--- config.mk ---
export PLATFORM = sky130hd
export DESIGN_NAME = sac_lookup
export DESIGN_NICKNAME = d
export VERILOG_FILES = /design/src/rtl/core/sac_lookup.sv
export SDC_FILE = /design/constraint.sdc
export NUM_CORES = 1
export LEC_CHECK = 0
export BUFFER_PORTS_ARGS = -buffer_cell sky130_fd_sc_hd__buf_2
export CAP_MARGIN = 25
export CORE_ASPECT_RATIO = 0.9
export CORE_MARGIN = 2
export CORE_UTILIZATION = 40
export DETAILED_ROUTE_END_ITERATION = 10
export PLACE_DENSITY = 0.8
export SKIP_LAST_GASP = 1
export SLEW_MARGIN = 15
export SYNTH_ARGS = -nofsm -noshare
export SYNTH_HDL_FRONTEND = slang
export SYNTH_SLANG_ARGS = --single-unit
--- constraint.sdc ---
create_clock -name vclk -period 2.8
set_input_delay 0.42 -clock vclk [all_inputs]
set_output_delay 0.42 -clock vclk [all_outputs]
set_load 0.01 [all_outputs]
--- src/rtl/core/sac_lookup.sv ---
`timescale 1ns / 1ps
// ----------------------------------------------------------------------------
// sac_lookup
// Way compare, fill selection, tree victim walk and set row update.
// ----------------------------------------------------------------------------
module sac_lookup #(
    parameter int unsigned WAYS     = 4,
    parameter int unsigned TAG_BITS = 20,
    parameter int unsigned WAY_W    = 2,
    parameter int unsigned NODES    = 3,
    parameter int unsigned META_W   = 11
) (
    input  logic                     i_wr,
    input  logic [TAG_BITS-1:0]      i_tag,
    input  logic [META_W-1:0]        i_meta,
    input  logic [WAYS*TAG_BITS-1:0] i_tags,
    output logic                     o_hit,
    output logic [WAY_W-1:0]         o_way,
    output logic                     o_writeback,
    output logic [TAG_BITS-1:0]      o_victim_tag,
    output logic [META_W-1:0]        o_meta,
    output logic [WAYS*TAG_BITS-1:0] o_tags
);

    logic [WAYS-1:0]   w_valid;
    logic [WAYS-1:0]   w_dirty;
    logic [NODES-1:0]  w_plru;
    logic [WAYS-1:0]   w_hit_vec;
    logic              w_hit;
    logic [WAY_W-1:0]  w_hit_way;
    logic              w_any_inv;
    logic [WAY_W-1:0]  w_inv_way;
    logic [WAY_W-1:0]  w_vic_way;
    logic [WAY_W-1:0]  w_sel;
    logic              w_vic_dirty;
    logic [TAG_BITS-1:0] w_vic_tag;
    logic [WAYS-1:0]   n_valid;
    logic [WAYS-1:0]   n_dirty;
    logic [NODES-1:0]  n_plru;

    assign w_valid = i_meta[WAYS-1:0];
    assign w_dirty = i_meta[2*WAYS-1:WAYS];
    assign w_plru  = i_meta[META_W-1:2*WAYS];

    always_comb begin
        for (int w = 0; w < WAYS; w++) begin
            w_hit_vec[w] = w_valid[w] && (i_tags[w*TAG_BITS +: TAG_BITS] == i_tag);
        end
    end

    always_comb begin
        w_hit     = 1'b0;
        w_hit_way = '0;
        w_any_inv = 1'b0;
        w_inv_way = '0;
        for (int w = WAYS - 1; w >= 0; w--) begin
            if (w_hit_vec[w]) begin
                w_hit     = 1'b1;
                w_hit_way = WAY_W'(w);
            end
            if (!w_valid[w]) begin
                w_any_inv = 1'b1;
                w_inv_way = WAY_W'(w);
            end
        end
    end

    always_comb begin
        logic [WAY_W:0]   node;
        logic [WAY_W-1:0] vw;
        logic             b;
        node = '0;
        vw   = '0;
        for (int i = 0; i < WAY_W; i++) begin
            b    = w_plru[node[WAY_W-1:0]];
            vw   = WAY_W'({vw, b});
            node = (node << 1) + (WAY_W+1)'(1) + (WAY_W+1)'(b);
        end
        if ({1'b0, vw} >= (WAY_W+1)'(WAYS)) begin
            w_vic_way = WAY_W'(WAYS - 1);
        end else begin
            w_vic_way = vw;
        end
    end

    always_comb begin
        w_vic_dirty = 1'b0;
        w_vic_tag   = '0;
        for (int w = 0; w < WAYS; w++) begin
            if (w_vic_way == WAY_W'(w)) begin
                w_vic_dirty = w_dirty[w];
                w_vic_tag   = i_tags[w*TAG_BITS +: TAG_BITS];
            end
        end
    end

    assign w_sel        = w_hit ? w_hit_way : (w_any_inv ? w_inv_way : w_vic_way);
    assign o_hit        = w_hit;
    assign o_way        = w_sel;
    assign o_writeback  = !w_hit && !w_any_inv && w_vic_dirty;
    assign o_victim_tag = o_writeback ? w_vic_tag : '0;

    always_comb begin
        n_valid = w_valid;
        n_dirty = w_dirty;
        o_tags  = i_tags;
        for (int w = 0; w < WAYS; w++) begin
            if (w_sel == WAY_W'(w)) begin
                if (w_hit) begin
                    n_dirty[w] = w_dirty[w] | i_wr;
                end else begin
                    n_valid[w] = 1'b1;
                    n_dirty[w] = i_wr;
                    o_tags[w*TAG_BITS +: TAG_BITS] = i_tag;
                end
            end
        end
    end

    always_comb begin
        logic [WAY_W:0] node;
        logic           b;
        n_plru = w_plru;
        node   = '0;
        for (int i = WAY_W - 1; i >= 0; i--) begin
            b = w_sel[i];
            n_plru[node[WAY_W-1:0]] = ~b;
            node = (node << 1) + (WAY_W+1)'(1) + (WAY_W+1)'(b);
        end
    end

    assign o_meta = {n_plru, n_dirty, n_valid};

endmodule

==> summary.md, run 1 <==
| Metric | Value |
|---|---|
| Largest cells by area after synthesis | mux2_2, xnor2_1, o22ai_1 |
| Syn_area_per_cell | 7.93 um^2 |
| Cell Area, Synth | 3080 um^2 |
| Mux cell area share after synthesis | 0.315 |
| Row count | 30 |
| Error | [ERROR GRT-0232] Routing congestion too high. Check the congestion heatmap in the GUI. |
| Sequential-to-total area share from yosys stat | 0 |
| GRT Util Overall | 0.693 |
| Post-synth top cells | mux2_2, xnor2_1, o22ai_1 |
| Starting density of the core | 0.411 |
| Placed Instance Area | 5220 um^2 |
| Compound-cell area share of the yosys netlist | 0.142 |
| HPWL after DPL | 12900 um |
| Number of synthesis warnings | 0 |
| Largest net degree at the start of global routing | 19 |
| Total global routing overflow | 5 |
| Io pins | 227 |
| Status | did not finish |
| Port buffer count | 227 |
| Yosys top cell by area | mux2_2 |
| Net Count, Synth | 501 |
| Die H | 87.3 um |
| Simple-gate share of the synthesized area | 0.229 |
| GPL Wtd Cong | 0.927 |
| Worst EP post-GRT repair | o_tags[8] |
| Count leader, synth | mux2_2 |
| Stage reached | global routing |
| Die W | 96.5 um |
| Xor and xnor area share after synthesis | 0.227 |
| Worst ep type | output port |
| Syn Inst Count | 389 |
| Main combinational cell family by area after synthesis | multiplexers |
| Adder-Cell Fraction of Synth Area | 0 |
| Distinct cells, synth | 42 |
| Placed insts | 812 |
| Synth top area share | 0.270 |
## cells by family after synthesis
kind of cell | count (synthesis)
AND/OR/NAND/NOR | 109
multiplexers | 87
XOR/XNOR | 80
AO/OA/AOI/OAI | 62
buffers and inverters | 51
## metrics by stage
step,TNS (ps),setup WS (ps)
2_1_floorplan,0,104
3_3_place_gp,-48040,-601
4_1_cts,-14210,-192
3_5_place_dp,-37280,-493
## metal layers
metal	global-route usage	GRT overflow
met1	0.663	0
met2	0.901	3
met3	0.498	0
met4	0.757	2
met5	0.0769	0
## what timing repair did
action / CTS
gates cloned: 2
buffers inserted: 24
setup endpoints to repair: 114
pin swaps: 40
hold buffers: 0
resized for setup: 211
==> inputs of run 2 (changes only) <==
CORE_ASPECT_RATIO = default   (was 0.9)
CORE_UTILIZATION = 25   (was 40)
PLACE_DENSITY = default   (was 0.8)
PLACE_DENSITY_LB_ADDON = 0.15   (was default)
==> summary.md, run 2 <==
| Metric | Value |
|---|---|
| Main combinational cell family by area after synthesis | multiplexers |
| Hold path depth | 3 |
| Row count | 40 (+33%) |
| Worst endpoint data arrival time | 2580 ps |
| Max-slew headroom | 0.670 |
| Setup ws final | -203 ps |
| Die ar. | 13200 um^2 |
| Largest net degree at the start of global routing | 19 |
| WHS Endpoint | o_tags[11] |
| Worst path slowest cell | mux2_4 |
| 1st-iter DRT viols | 203 |
| CP max FO | 6 |
| Power per Cell Area | 192 nW/um^2 |
| GPL Wtd Cong | 0.898 (-3.2%) |
| Cell Area, Synth | 3080 um^2 (unchanged) |
| Port buffer count | 227 (unchanged) |
| Commonest non-fill, non-tap cells in the layout | buf_2, buf_4, buf_6 |
| Non-Filler Instances | 873 |
| Total global routing overflow | 0 |
| Status | complete, but fails checks |
| Commonest non-fill, non-tap cell in the layout | buf_2 |
| Io pins | 227 (unchanged) |
| Worst-Margin Slew | 494 ps |
| Compound-cell area share of the yosys netlist | 0.142 (unchanged) |
| Sequential-to-total area share from yosys stat | 0 (unchanged) |
| DRC Markers | 0 |
| Register Area | 0 um^2 |
| Distinct cells, synth | 42 (unchanged) |
| Clock Buffer Count | 0 |
| CP Launch Type | primary input |
| Setup Viol. Count Final | 105 |
| Critical path endpoint category | output port |
| Ant. Diodes | 0 |
| Routed len/inst | 21.1 um |
| Starting density of the core | 0.257 (-0.154) |
| Nets | 840 |
| Vias in the first global route | 4536 |
| Via count | 4535 |
| Req. time, crit path | 2380 ps |
| Cell Chain, Critical Path | buf_4 -> xnor2_1 -> nand4_1 -> nor4_2 -> nand4_1 -> nand4_2 -> buf_6 -> buf_12 -> nor2_4 -> buf_12 -> buf_12 -> mux2_4 -> buf_6 |
| Syn_area_per_cell | 7.93 um^2 (unchanged) |
| Max VDD drop | 104 uV |
| Core ar. | 12000 um^2 |
| Syn Inst Count | 389 (unchanged) |
| PnR Total Power | 0.00139 W |
| Adder-Cell Fraction of Synth Area | 0 (unchanged) |
| Hold_sp | i_tags[11] |
| DR vias/cell | 5.19 |
| Yosys top cell by area | mux2_2 |
| Seq Cell Count | 0 |
| Synth top area share | 0.270 (unchanged) |
| Area growth syn-to-layout | 136% |
| Violated checks | negative setup slack |
| Mux cell area share after synthesis | 0.315 (unchanged) |
| Crit path top cell by count | buf_12 |
| Share of layout cells above drive strength 1 | 0.799 |
| HPWL after DPL | 14100 um (+9.2%) |
| Die H | 115 um (+32%) |
| Simple-gate share of the synthesized area | 0.229 (unchanged) |
| Net Count, Synth | 501 (unchanged) |
| # hold bufs at CTS | 0 (unchanged) |
| Count leader, synth | mux2_2 |
| Max-cap violation count | 0 |
| Xor and xnor area share after synthesis | 0.227 (unchanged) |
| First-pass GRT wire length | 25900 um |
| Final Hold Vio Count | 0 |
| Antenna Nets Post-Route | 0 |
| Share of the clock period used by the worst path | 1.07 |
| GRT Util Overall | 0.255 |
| Post-synth top cells | mux2_2, xnor2_1, o22ai_1 |
| Fin Setup TNS | -13280 ps |
| Placed insts | 856 (+5.4%) |
| Fmax | 333 MHz |
| Die W | 115 um (+19%) |
| RSZ-0062 raised after global routing | true |
| Crit path kind | in2out |
| Hold WS | 1170 ps |
| Largest cells by area after synthesis | mux2_2, xnor2_1, o22ai_1 |
| Fin. max-slew vios | 0 |
| Number of synthesis warnings | 0 (unchanged) |
| Hold Crit Class | in2out |
| Max stage delay on crit path | 300 ps |
| Pre-antenna DRT Iters | 4 |
| Leakage | 3.33 nW |
| Wirelength, routed | 18400 um |
| Min Clock Period, post-route | 3000 ps |
| Initial antenna violation count | 0 |
-- run 2: power by group --
group | switching [W] | internal [W] | leakage, nW
Combinational | 0.000634 | 0.000761 | 3.33
Sequential | 0 | 0 | 0
Clock | 0 | 0 | 0
-- run 2: kinds of logic (layout without fill, tap and decap cells) --
family                    after synthesis  in the layout
and+or+nand+nor                       109            109
muxes                                  87             87
xor gates and xnor gates               80             80
AOI/OAI and AO/OA                      62             62
buffers and inverters                  51            388
-- run 2: final cells by class --
type	instances	area [um^2]
repair buffers	378	3150
inverters	10	40.0
well taps	147	184
multi-input cells	338	3890
fillers	985	4750
-- run 2: repair_timing --
action                                  in CTS  in global routing
resized for setup                          187                119
pin swaps                                   19                 28
buffers inserted                            14                 12
hold endpoints to repair                     0                  0
endpoints found under the setup margin     112                111
cloned                                       4                  2
-- run 2: metal layers --
layer  track usage  vias to the layer above  routed length, um
met4        0.0378                        0                535
met5             0                        -                  0
met2         0.462                      199               9130
li1              -                     2119                  -
met1         0.335                     2179               7690
met3        0.0221                       38               1080
-- run 2: how the worst max path moves through the flow --
stage | cells past startpoint | from | end
after floorplan | 9 | i_tag[17] | o_tags[58]
after global placement | 11 | i_tag[8] | o_tags[74]
after detailed placement | 11 | i_tag[8] | o_tags[74]
after CTS | 11 | i_tags[75] | o_victim_tag[10]
after global routing | 14 | i_tag[4] | o_tags[43]
final | 13 | i_tag[3] | o_tags[43]
-- run 2: stage by stage --
step / util / area (um^2) / worst slack (ps)
finish: 0.605 / 7260 / -203
CTS: 0.548 / 6590 / -175
detailed placement: 0.444 / 5330 / -516
floorplan: - / 3080 / 104
global route: 0.605 / 7260 / -273
global placement: 0.444 / 5330 / -434
-- run 2: critical path, delay by kind of cell --
family | cells | cell delay, ps
xor+xnor | 1 | 290
buf+inv | 6 | 780
mux | 1 | 300
simple gates | 5 | 770
Note: power is estimated with default switching activity, not from simulation.
