<file path="src/rtl/core/sac_ram.sv">
`timescale 1ns / 1ps
// ----------------------------------------------------------------------------
// sac_ram
// Simple dual-port synchronous RAM, one write and one registered read port.
// ----------------------------------------------------------------------------
module sac_ram #(
    parameter int unsigned WIDTH  = 8,
    parameter int unsigned DEPTH  = 64,
    parameter int unsigned ADDR_W = 6
) (
    input  logic              i_clk,
    input  logic              i_we,
    input  logic [ADDR_W-1:0] i_waddr,
    input  logic [WIDTH-1:0]  i_wdata,
    input  logic              i_re,
    input  logic [ADDR_W-1:0] i_raddr,
    output logic [WIDTH-1:0]  o_rdata
);

    logic [WIDTH-1:0] r_mem [DEPTH];
    logic [WIDTH-1:0] r_rdata;

    always_ff @(posedge i_clk) begin
        if (i_we) begin
            r_mem[i_waddr] <= i_wdata;
        end
    end

    always_ff @(posedge i_clk) begin
        if (i_re) begin
            r_rdata <= r_mem[i_raddr];
        end
    end

    assign o_rdata = r_rdata;

endmodule

</file>
<file path="config.mk">
export PLATFORM = sky130hd
export DESIGN_NAME = sac_ram
export DESIGN_NICKNAME = d
export VERILOG_FILES = /design/src/rtl/core/sac_ram.sv
export SDC_FILE = /design/constraint.sdc
export NUM_CORES = 1
export LEC_CHECK = 0
export BUFFER_PORTS_ARGS = -buffer_cell sky130_fd_sc_hd__buf_4
export CAP_MARGIN = 10
export CORE_MARGIN = 10
export CORE_UTILIZATION = 45
export CTS_CLUSTER_DIAMETER = 50
export DETAILED_ROUTE_END_ITERATION = 10
export PLACE_DENSITY_LB_ADDON = 0.1
export SETUP_SLACK_MARGIN = 0.4
export SYNTH_ARGS = -nofsm -noshare
export SYNTH_HDL_FRONTEND = slang
export SYNTH_SLANG_ARGS = --single-unit
</file>
<file path="constraint.sdc">
create_clock -name i_clk -period 2 [get_ports i_clk]
set_input_delay 0.3 -clock i_clk [delete_from_list [all_inputs] [get_ports i_clk]]
set_output_delay 0.3 -clock i_clk [all_outputs]
set_load 0.01 [all_outputs]
</file>
# == Word level (Yosys, flattened, before mapping) ==
# Memories as Yosys holds them, arrays and structs flattened. A register that Yosys moved wholly into a read port is not among the register bits.
# Cells that the tools add are included.
# word_totals
register_bits,0
mem_bits_rw,512
inputBits,23
out_inout_bits,8
elab_cells,3
mem_count,1
# op_classes
mux,2
# mem_list
name,words,width,rd,rd_clocked_by_memory_dff,write_ports,line,rtl
r_mem,64,8,1,1,1,20,logic [WIDTH-1:0] r_mem [DEPTH];
# op_table
op,n
$mux 1,2

# == Logic depth before layout (Yosys ltp) ==
# Gate-level depths: netlist of the first run.
# depth
depth_word,2
depth_mapped,9
mapped_depth_nobuf,5

# == Least setup slack after synthesis of the first run ==
# OpenSTA, ideal clock, no wires.
# synth_timing
path_type,input to register
from,in i_raddr[1]
to,"reg r_rdata[3] (netlist: o_rdata[3]), read port of r_mem (data pin)"
setup_ps,266
arrival_time_ps,1840
t_required_ps,1734
slack_ps,-106
stages,7
path_buffers,3
path_cell_list,buf_4 -> buf_2 -> buf_2 -> mux4_2 -> mux4_2 -> o21ai_1 -> o41ai_1
# synth_rtl
item,line,rtl
from (decl),16,"input logic [ADDR_W-1:0] i_raddr,"
to (decl),21,logic [WIDTH-1:0] r_rdata;

==> impl_metrics.tcl, run 1 <==
set metrics [dict create \
    routedWlPerCell_um 27.6 \
    r2r.worst_path.cells 5 \
    ys_ff_latch 520 \
    tightestPinTransition_ns 0.774 \
    finalWirelength_mm 48.6 \
    critPathKind "flip-flop to flip-flop" \
    timing.fmax_ghz 0.515 \
    synth_simple_gate_area_share_pct 3.37 \
    grt_max_degree 65 \
    crit_fanout 1 \
    p_total_mw 23.5 \
    r2r_end "o_rdata[2]" \
    antenna_found_initial 2 \
    hold_violations 0 \
    worst_setup_path_end_kind "flip-flop" \
    min_to "r_mem[46][0]" \
    synth_top_family_by_area "multiplexers" \
    syn_area_per_cell_um2 21.5 \
    reg2reg_slack_ns 0.06 \
    final_common_cell "edfxtp_1" \
    crit_path_start_kind "flip-flop" \
    synth-xor-area-share_pct 0 \
    die_area_mm2 0.0539 \
    mostFrequentLayoutCells "edfxtp_1, buf_4, mux4_2, clkbuf_16, nor2_1" \
    drive_gt1_share_pct 38.3 \
    die_w_um 232 \
    clkTransAtPathRegs_ns 0.06 \
    r2r_start "r_mem[3][2]" \
    gr-total-overflow 0 \
    cp.required_ns 2.35 \
    synth_compound_area_share_pct 2.06 \
    n_antenna_cell 0 \
    holdCritStartpoint "i_wdata[0]" \
    cts_tree "built" \
    yosysUniqueCellTypes 39 \
    cts_buffers 56 \
    pwr_density_cell_mw_per_mm2 961 \
    antenna_left 0 \
    min_path_type "primary input to flip-flop" \
    finalMaxSlewViolations 0 \
    htreeDepth 2 \
    whs_ns 0.134 \
    finalSetupViolations 0 \
    fin_crit_ns 1.94 \
    finalClockSkew_ns 0.0159 \
    syn-cell-area_mm2 0.0202 \
    yosysWarningCount 0 \
    drcViolationCount 0 \
    first_iter_violations 955 \
    grt_pass1_wl_mm 72.0 \
    ys_seq_area_share_pct 77.1 \
    io_pins 31 \
    layout.filler_cells 3415 \
    clock_latency_ns 0.60 \
    rsz0062_at_grt "yes" \
    first_pass_iters 5 \
    fp.dieH_um 232 \
    synth_nets 963 \
    core_area_mm2 0.0443 \
    synth_fa_ha_area_share_pct 0 \
    status "complete, no violations" \
    power_leakage_nw 7.86 \
    period_share_pct 97.0 \
    crit_arrival_ns 2.29 \
    irDropWorstVdd_mv 0.837 \
    clockBufferDepth 3 \
    port_buffers 30 \
    num_vias 10038 \
    cts_root_buf "clkbuf_16" \
    syn-instance-count 940 \
    gp_congestion 0.810 \
    area_growth_pct 20.6 \
    ys.flop_type "edfxtp_1" \
    hold_depth 1 \
    fin_nets 1150 \
    rows 77 \
    utilization_pct 55.1 \
    synth-edff-count 520 \
    grt_pass1_vias 10438 \
    start_util_pct 45.7 \
    grt_usage_pct 18.4 \
    dp.final_hpwl_mm 31.8 \
    via_per_inst 5.70 \
    ys_async_sr_fraction_pct 0 \
    muxShareOfSynthArea_pct 15.9 \
    slew-limit-headroom_pct 48.4 \
    drv_cap 0 \
    clkSinkCount 520 \
]
[cell type report]
| type | count | area (um^2) | share of cell area [%] |
|---|---|---|---|
| repair buffers | 180 | 1630 | 6.66 |
| well taps | 592 | 741 | 3.03 |
| clock buffers | 70 | 1480 | 6.04 |
| multi-input cells | 369 | 4690 | 19.2 |
| clock inverters | 30 | 279 | 1.14 |
| flip-flops and latches | 520 | 15600 | 63.9 |
[synthesized netlist by cell type, types with 2 or more instances]
| cell | n | area [um^2] |
|---|---|---|
| edfxtp_1 | 520 | 15600 |
| mux4_2 | 126 | 2840 |
| nor2_1 | 83 | 312 |
| mux2i_1 | 23 | 230 |
| nand2_1 | 19 | 71.3 |
| clkbuf_1 | 17 | 63.8 |
| nor2b_1 | 14 | 87.6 |
| buf_4 | 13 | 97.6 |
| mux2_2 | 13 | 146 |
| nand3_1 | 13 | 65.1 |
| buf_2 | 11 | 55.1 |
| o221ai_1 | 8 | 70.1 |
| o22ai_1 | 8 | 50.1 |
| nand2b_1 | 7 | 43.8 |
| nor3_1 | 7 | 35.0 |
| a221oi_1 | 6 | 52.6 |
| a211oi_1 | 4 | 30.0 |
| buf_1 | 4 | 15.0 |
| buf_6 | 4 | 45.0 |
| a21oi_1 | 3 | 15.0 |
| a22oi_1 | 3 | 22.5 |
| nand3b_1 | 3 | 22.5 |
| o2111ai_1 | 3 | 26.3 |
| o2bb2ai_1 | 3 | 26.3 |
| a2111oi_0 | 2 | 17.5 |
| buf_12 | 2 | 40.0 |
| nand4_1 | 2 | 12.5 |
| nor4_1 | 2 | 12.5 |
| o21a_1 | 2 | 15.0 |
| o21ai_0 | 2 | 10.0 |
| o21ai_1 | 2 | 10.0 |
| o221a_2 | 2 | 22.5 |
| o32ai_1 | 2 | 17.5 |
| o41ai_1 | 2 | 17.5 |
[metrics by stage]
step	setup slack, ns	instances	setup TNS (ns)	cell area, um^2
final	0.0595	1761	0	24400
after global routing	0.00394	1761	0	24400
after floorplan	0.0147	940	0	20500
after detailed placement	-0.567	1659	-4.06	22500
after global placement	-0.619	1659	-4.06	22500
after CTS	0.0492	1761	0	24400
[timing repair]
action,in CTS,in global routing
endpoints found under the hold margin,15,0
hold buffers,2,0
pin swaps,8,1
setup endpoints to repair,11,12
buffers inserted,0,0
resized for setup,33,3
[state kept, by name, indices dropped and copies added, names as in the netlist]
register and flops:
r_mem 512, o_rdata 8
[worst max-delay path, stage by stage (launching register included)]
cell       delay, ns
edfxtp_1        0.37
mux4_2          0.53
mux4_2          0.52
nor2_4          0.11
nor3_2          0.04
o2bb2ai_1       0.12
[kinds of logic (layout without fill, tap and decap cells)]
family                 Yosys count  after routing
buffers and inverters           51            280
multiplexers                   162            162
flip-flops                     520            520
AND/OR/NAND/NOR                153            153
AO/OA/AOI/OAI                   54             54
[how the worst max path moves through the flow]
stage / startpoint / to
finish: r_mem[3][2] / o_rdata[2]
CTS: r_mem[3][2] / o_rdata[2]
detailed placement: i_raddr[1] / o_rdata[2]
global placement: i_raddr[0] / o_rdata[5]
global route: r_mem[2][2] / o_rdata[2]
floorplan: i_raddr[0] / o_rdata[7]
[metal layers]
layer | up-vias | routed length (um) | track usage (%)
met5 | - | 13 | 0
met4 | 2 | 1280 | 6.49
met3 | 83 | 2840 | 3.57
met2 | 304 | 22700 | 28.1
met1 | 5328 | 21700 | 26.1
li1 | 4321 | - | -
[report_power, final]
group	internal (mW)	switching (mW)	leakage [nW]
Combinational	0.604	0.795	2.32
Clock	5.84	4.10	0.851
Sequential	12.1	0.0429	4.69
Total	18.5	4.94	7.86
Note: power is estimated with default switching activity, not from simulation.
==> run 2: changes to the inputs <==
==> constraint.sdc (replaced) <==
create_clock -name i_clk -period 1.7 [get_ports i_clk]
set_input_delay 0.255 -clock i_clk [delete_from_list [all_inputs] [get_ports i_clk]]
set_output_delay 0.255 -clock i_clk [all_outputs]
set_load 0.01 [all_outputs]
==> run 2 against run 1 <==
Against the previous run:
- sequential power up 18%
- first-iteration DRC count is 17% lower
- the run now ends with setup timing left
- largest cell class unchanged
- critical endpoint is now o_rdata[6]
- register-to-register slack worse by 0.39 ns
==> impl_metrics.tcl, run 2 (same netlist as run 1, synthesis figures left out) <==
set metrics [dict create \
    status "finished, violations left" \
    violations "setup timing" \
    core_area_mm2 0.0443 \
    slew-limit-headroom_pct 51.0 \
    cpPeakStageDelay_ns 0.46 \
    r2r_end "o_rdata[6]" \
    gr-total-overflow 0 \
    cts_root_buf "clkbuf_16" \
    min_path_type "primary input to flip-flop" \
    holdCritStartpoint "i_wdata[5]" \
    largest_reg_flops 512 \
    antenna_found_initial 0 \
    cp.required_ns 2.04 \
    cp_top_family "multiplexers" \
    irDropWorstVdd_mv 0.739 \
    path_cells "mux4_2 > mux2_4 > o221a_4 > nor3_4 > buf_6 > o32ai_2" \
    path_buf_inv 1 \
    drcViolationCount 0 \
    grt_pass1_wl_mm 70.5 \
    drive_gt1_share_pct 40.6 \
    mostFrequentLayoutCells "edfxtp_1, mux4_2, buf_4, nor2_4, clkbuf_16" \
    min_to "r_mem[51][5]" \
    crit_fanout 1 \
    setup_slack_ns -0.330 \
    hold_violations 0 \
    htreeDepth 2 \
    crit_arrival_ns 2.37 \
    fin_crit_ns 2.03 \
    power_leakage_nw 7.86 \
    die_w_um 232 \
    period_share_pct 119 \
    fin_nets 1116 \
    first_iter_violations 788 \
    tightestPinTransition_ns 0.736 \
    fp.dieH_um 232 \
    finalWirelength_mm 47.9 \
    io_pins 31 \
    n_antenna_cell 0 \
    drv_cap 0 \
    pwr_density_cell_mw_per_mm2 1110 \
    final_common_cell "edfxtp_1" \
    r2r.worst_path.cells 6 \
    rsz0062_at_grt "yes" \
    grt_usage_pct 18.0 \
    die_area_mm2 0.0539 \
    reg2reg_slack_ns -0.33 \
    cts_buffers 55 \
    design_area_mm2 0.0249 \
    dp.final_hpwl_mm 31.6 \
    crit_path_start_kind "flip-flop" \
    p_total_mw 27.6 \
    postCtsSetupBuffers 0 \
    max_flop_register "r_mem" \
    area_growth_pct 22.9 \
    grt_pass1_vias 10158 \
    grt_max_degree 65 \
    via_per_inst 5.70 \
    cts_tree "built" \
    finalClockSkew_ns 0.0186 \
    critPathKind "flip-flop to flip-flop" \
    hold_depth 1 \
    clock_latency_ns 0.61 \
    finalSetupViolations 8 \
    finalMaxSlewViolations 0 \
    num_vias 9847 \
    port_buffers 30 \
    rows 77 \
    placed_cell_area_mm2 0.0229 \
    worst-path-stages 6 \
    first_pass_iters 5 \
    r2r_start "r_mem[16][6]" \
    antenna_left 0 \
    clkTransAtPathRegs_ns 0.06 \
    clkSinkCount 520 \
    clockBufferDepth 3 \
    timing.fmax_ghz 0.493 \
    gp_congestion 0.813 \
    start_util_pct 45.7 \
    cp_slowest_cell "mux4_2" \
    worst_setup_path_end_kind "flip-flop" \
    routedWlPerCell_um 27.7 \
]
run 2: worst max-delay path by stage:
stage,start,end,slack (ns)
finish,r_mem[16][6],o_rdata[6],-0.33
global route,r_mem[17][6],o_rdata[6],-0.36
CTS,r_mem[16][6],o_rdata[6],-0.32
detailed placement,i_raddr[0],o_rdata[5],-1.08
global placement,i_raddr[0],o_rdata[5],-1.09
floorplan,i_raddr[0],o_rdata[7],-0.24
run 2: stage by stage:
step / util (%) / setup TNS, ns / setup slack [ns] / std cells / hold slack, ns
after floorplan: - / -1.88 / -0.240 / 940 / 0.354
after global placement: 51.8 / -6.84 / -1.09 / 1627 / 0.597
after CTS: 56.1 / -1.83 / -0.323 / 1729 / 0.0159
final: 56.1 / -1.91 / -0.330 / 1729 / 0.0333
after global routing: 56.1 / -2.25 / -0.358 / 1729 / 0.0307
after detailed placement: 51.8 / -6.83 / -1.08 / 1627 / 0.600
run 2: final cells by class:
type	count	area (um^2)
flip-flops and latches	520	15600
well taps	592	741
fillers	3335	19400
repair buffers	147	1700
multi-input cells	369	5080
clock buffers	63	1430
clock inverters	38	313
run 2: metal layers:
metal | GRT usage (%) | up-vias | part of all wire (%)
met5 | 0 | - | 0
met4 | 4.98 | 0 | 2.0
met3 | 3.60 | 66 | 6.4
met2 | 28.4 | 287 | 48
met1 | 25.3 | 5218 | 44
li1 | - | 4276 | -
run 2: where the power goes:
group	internal [mW]	switching (mW)	total (mW)
Combinational	0.757	0.968	1.73
Clock	6.64	4.93	11.6
Sequential	14.2	0.0511	14.3
run 2: repair_timing:
item / 4_1_cts / 5_1_grt
hold buffers: 1 / 0
resized for setup: 32 / 7
pin swaps: 7 / 5
endpoints found under the setup margin: 16 / 16
endpoints found under the hold margin: 8 / 0
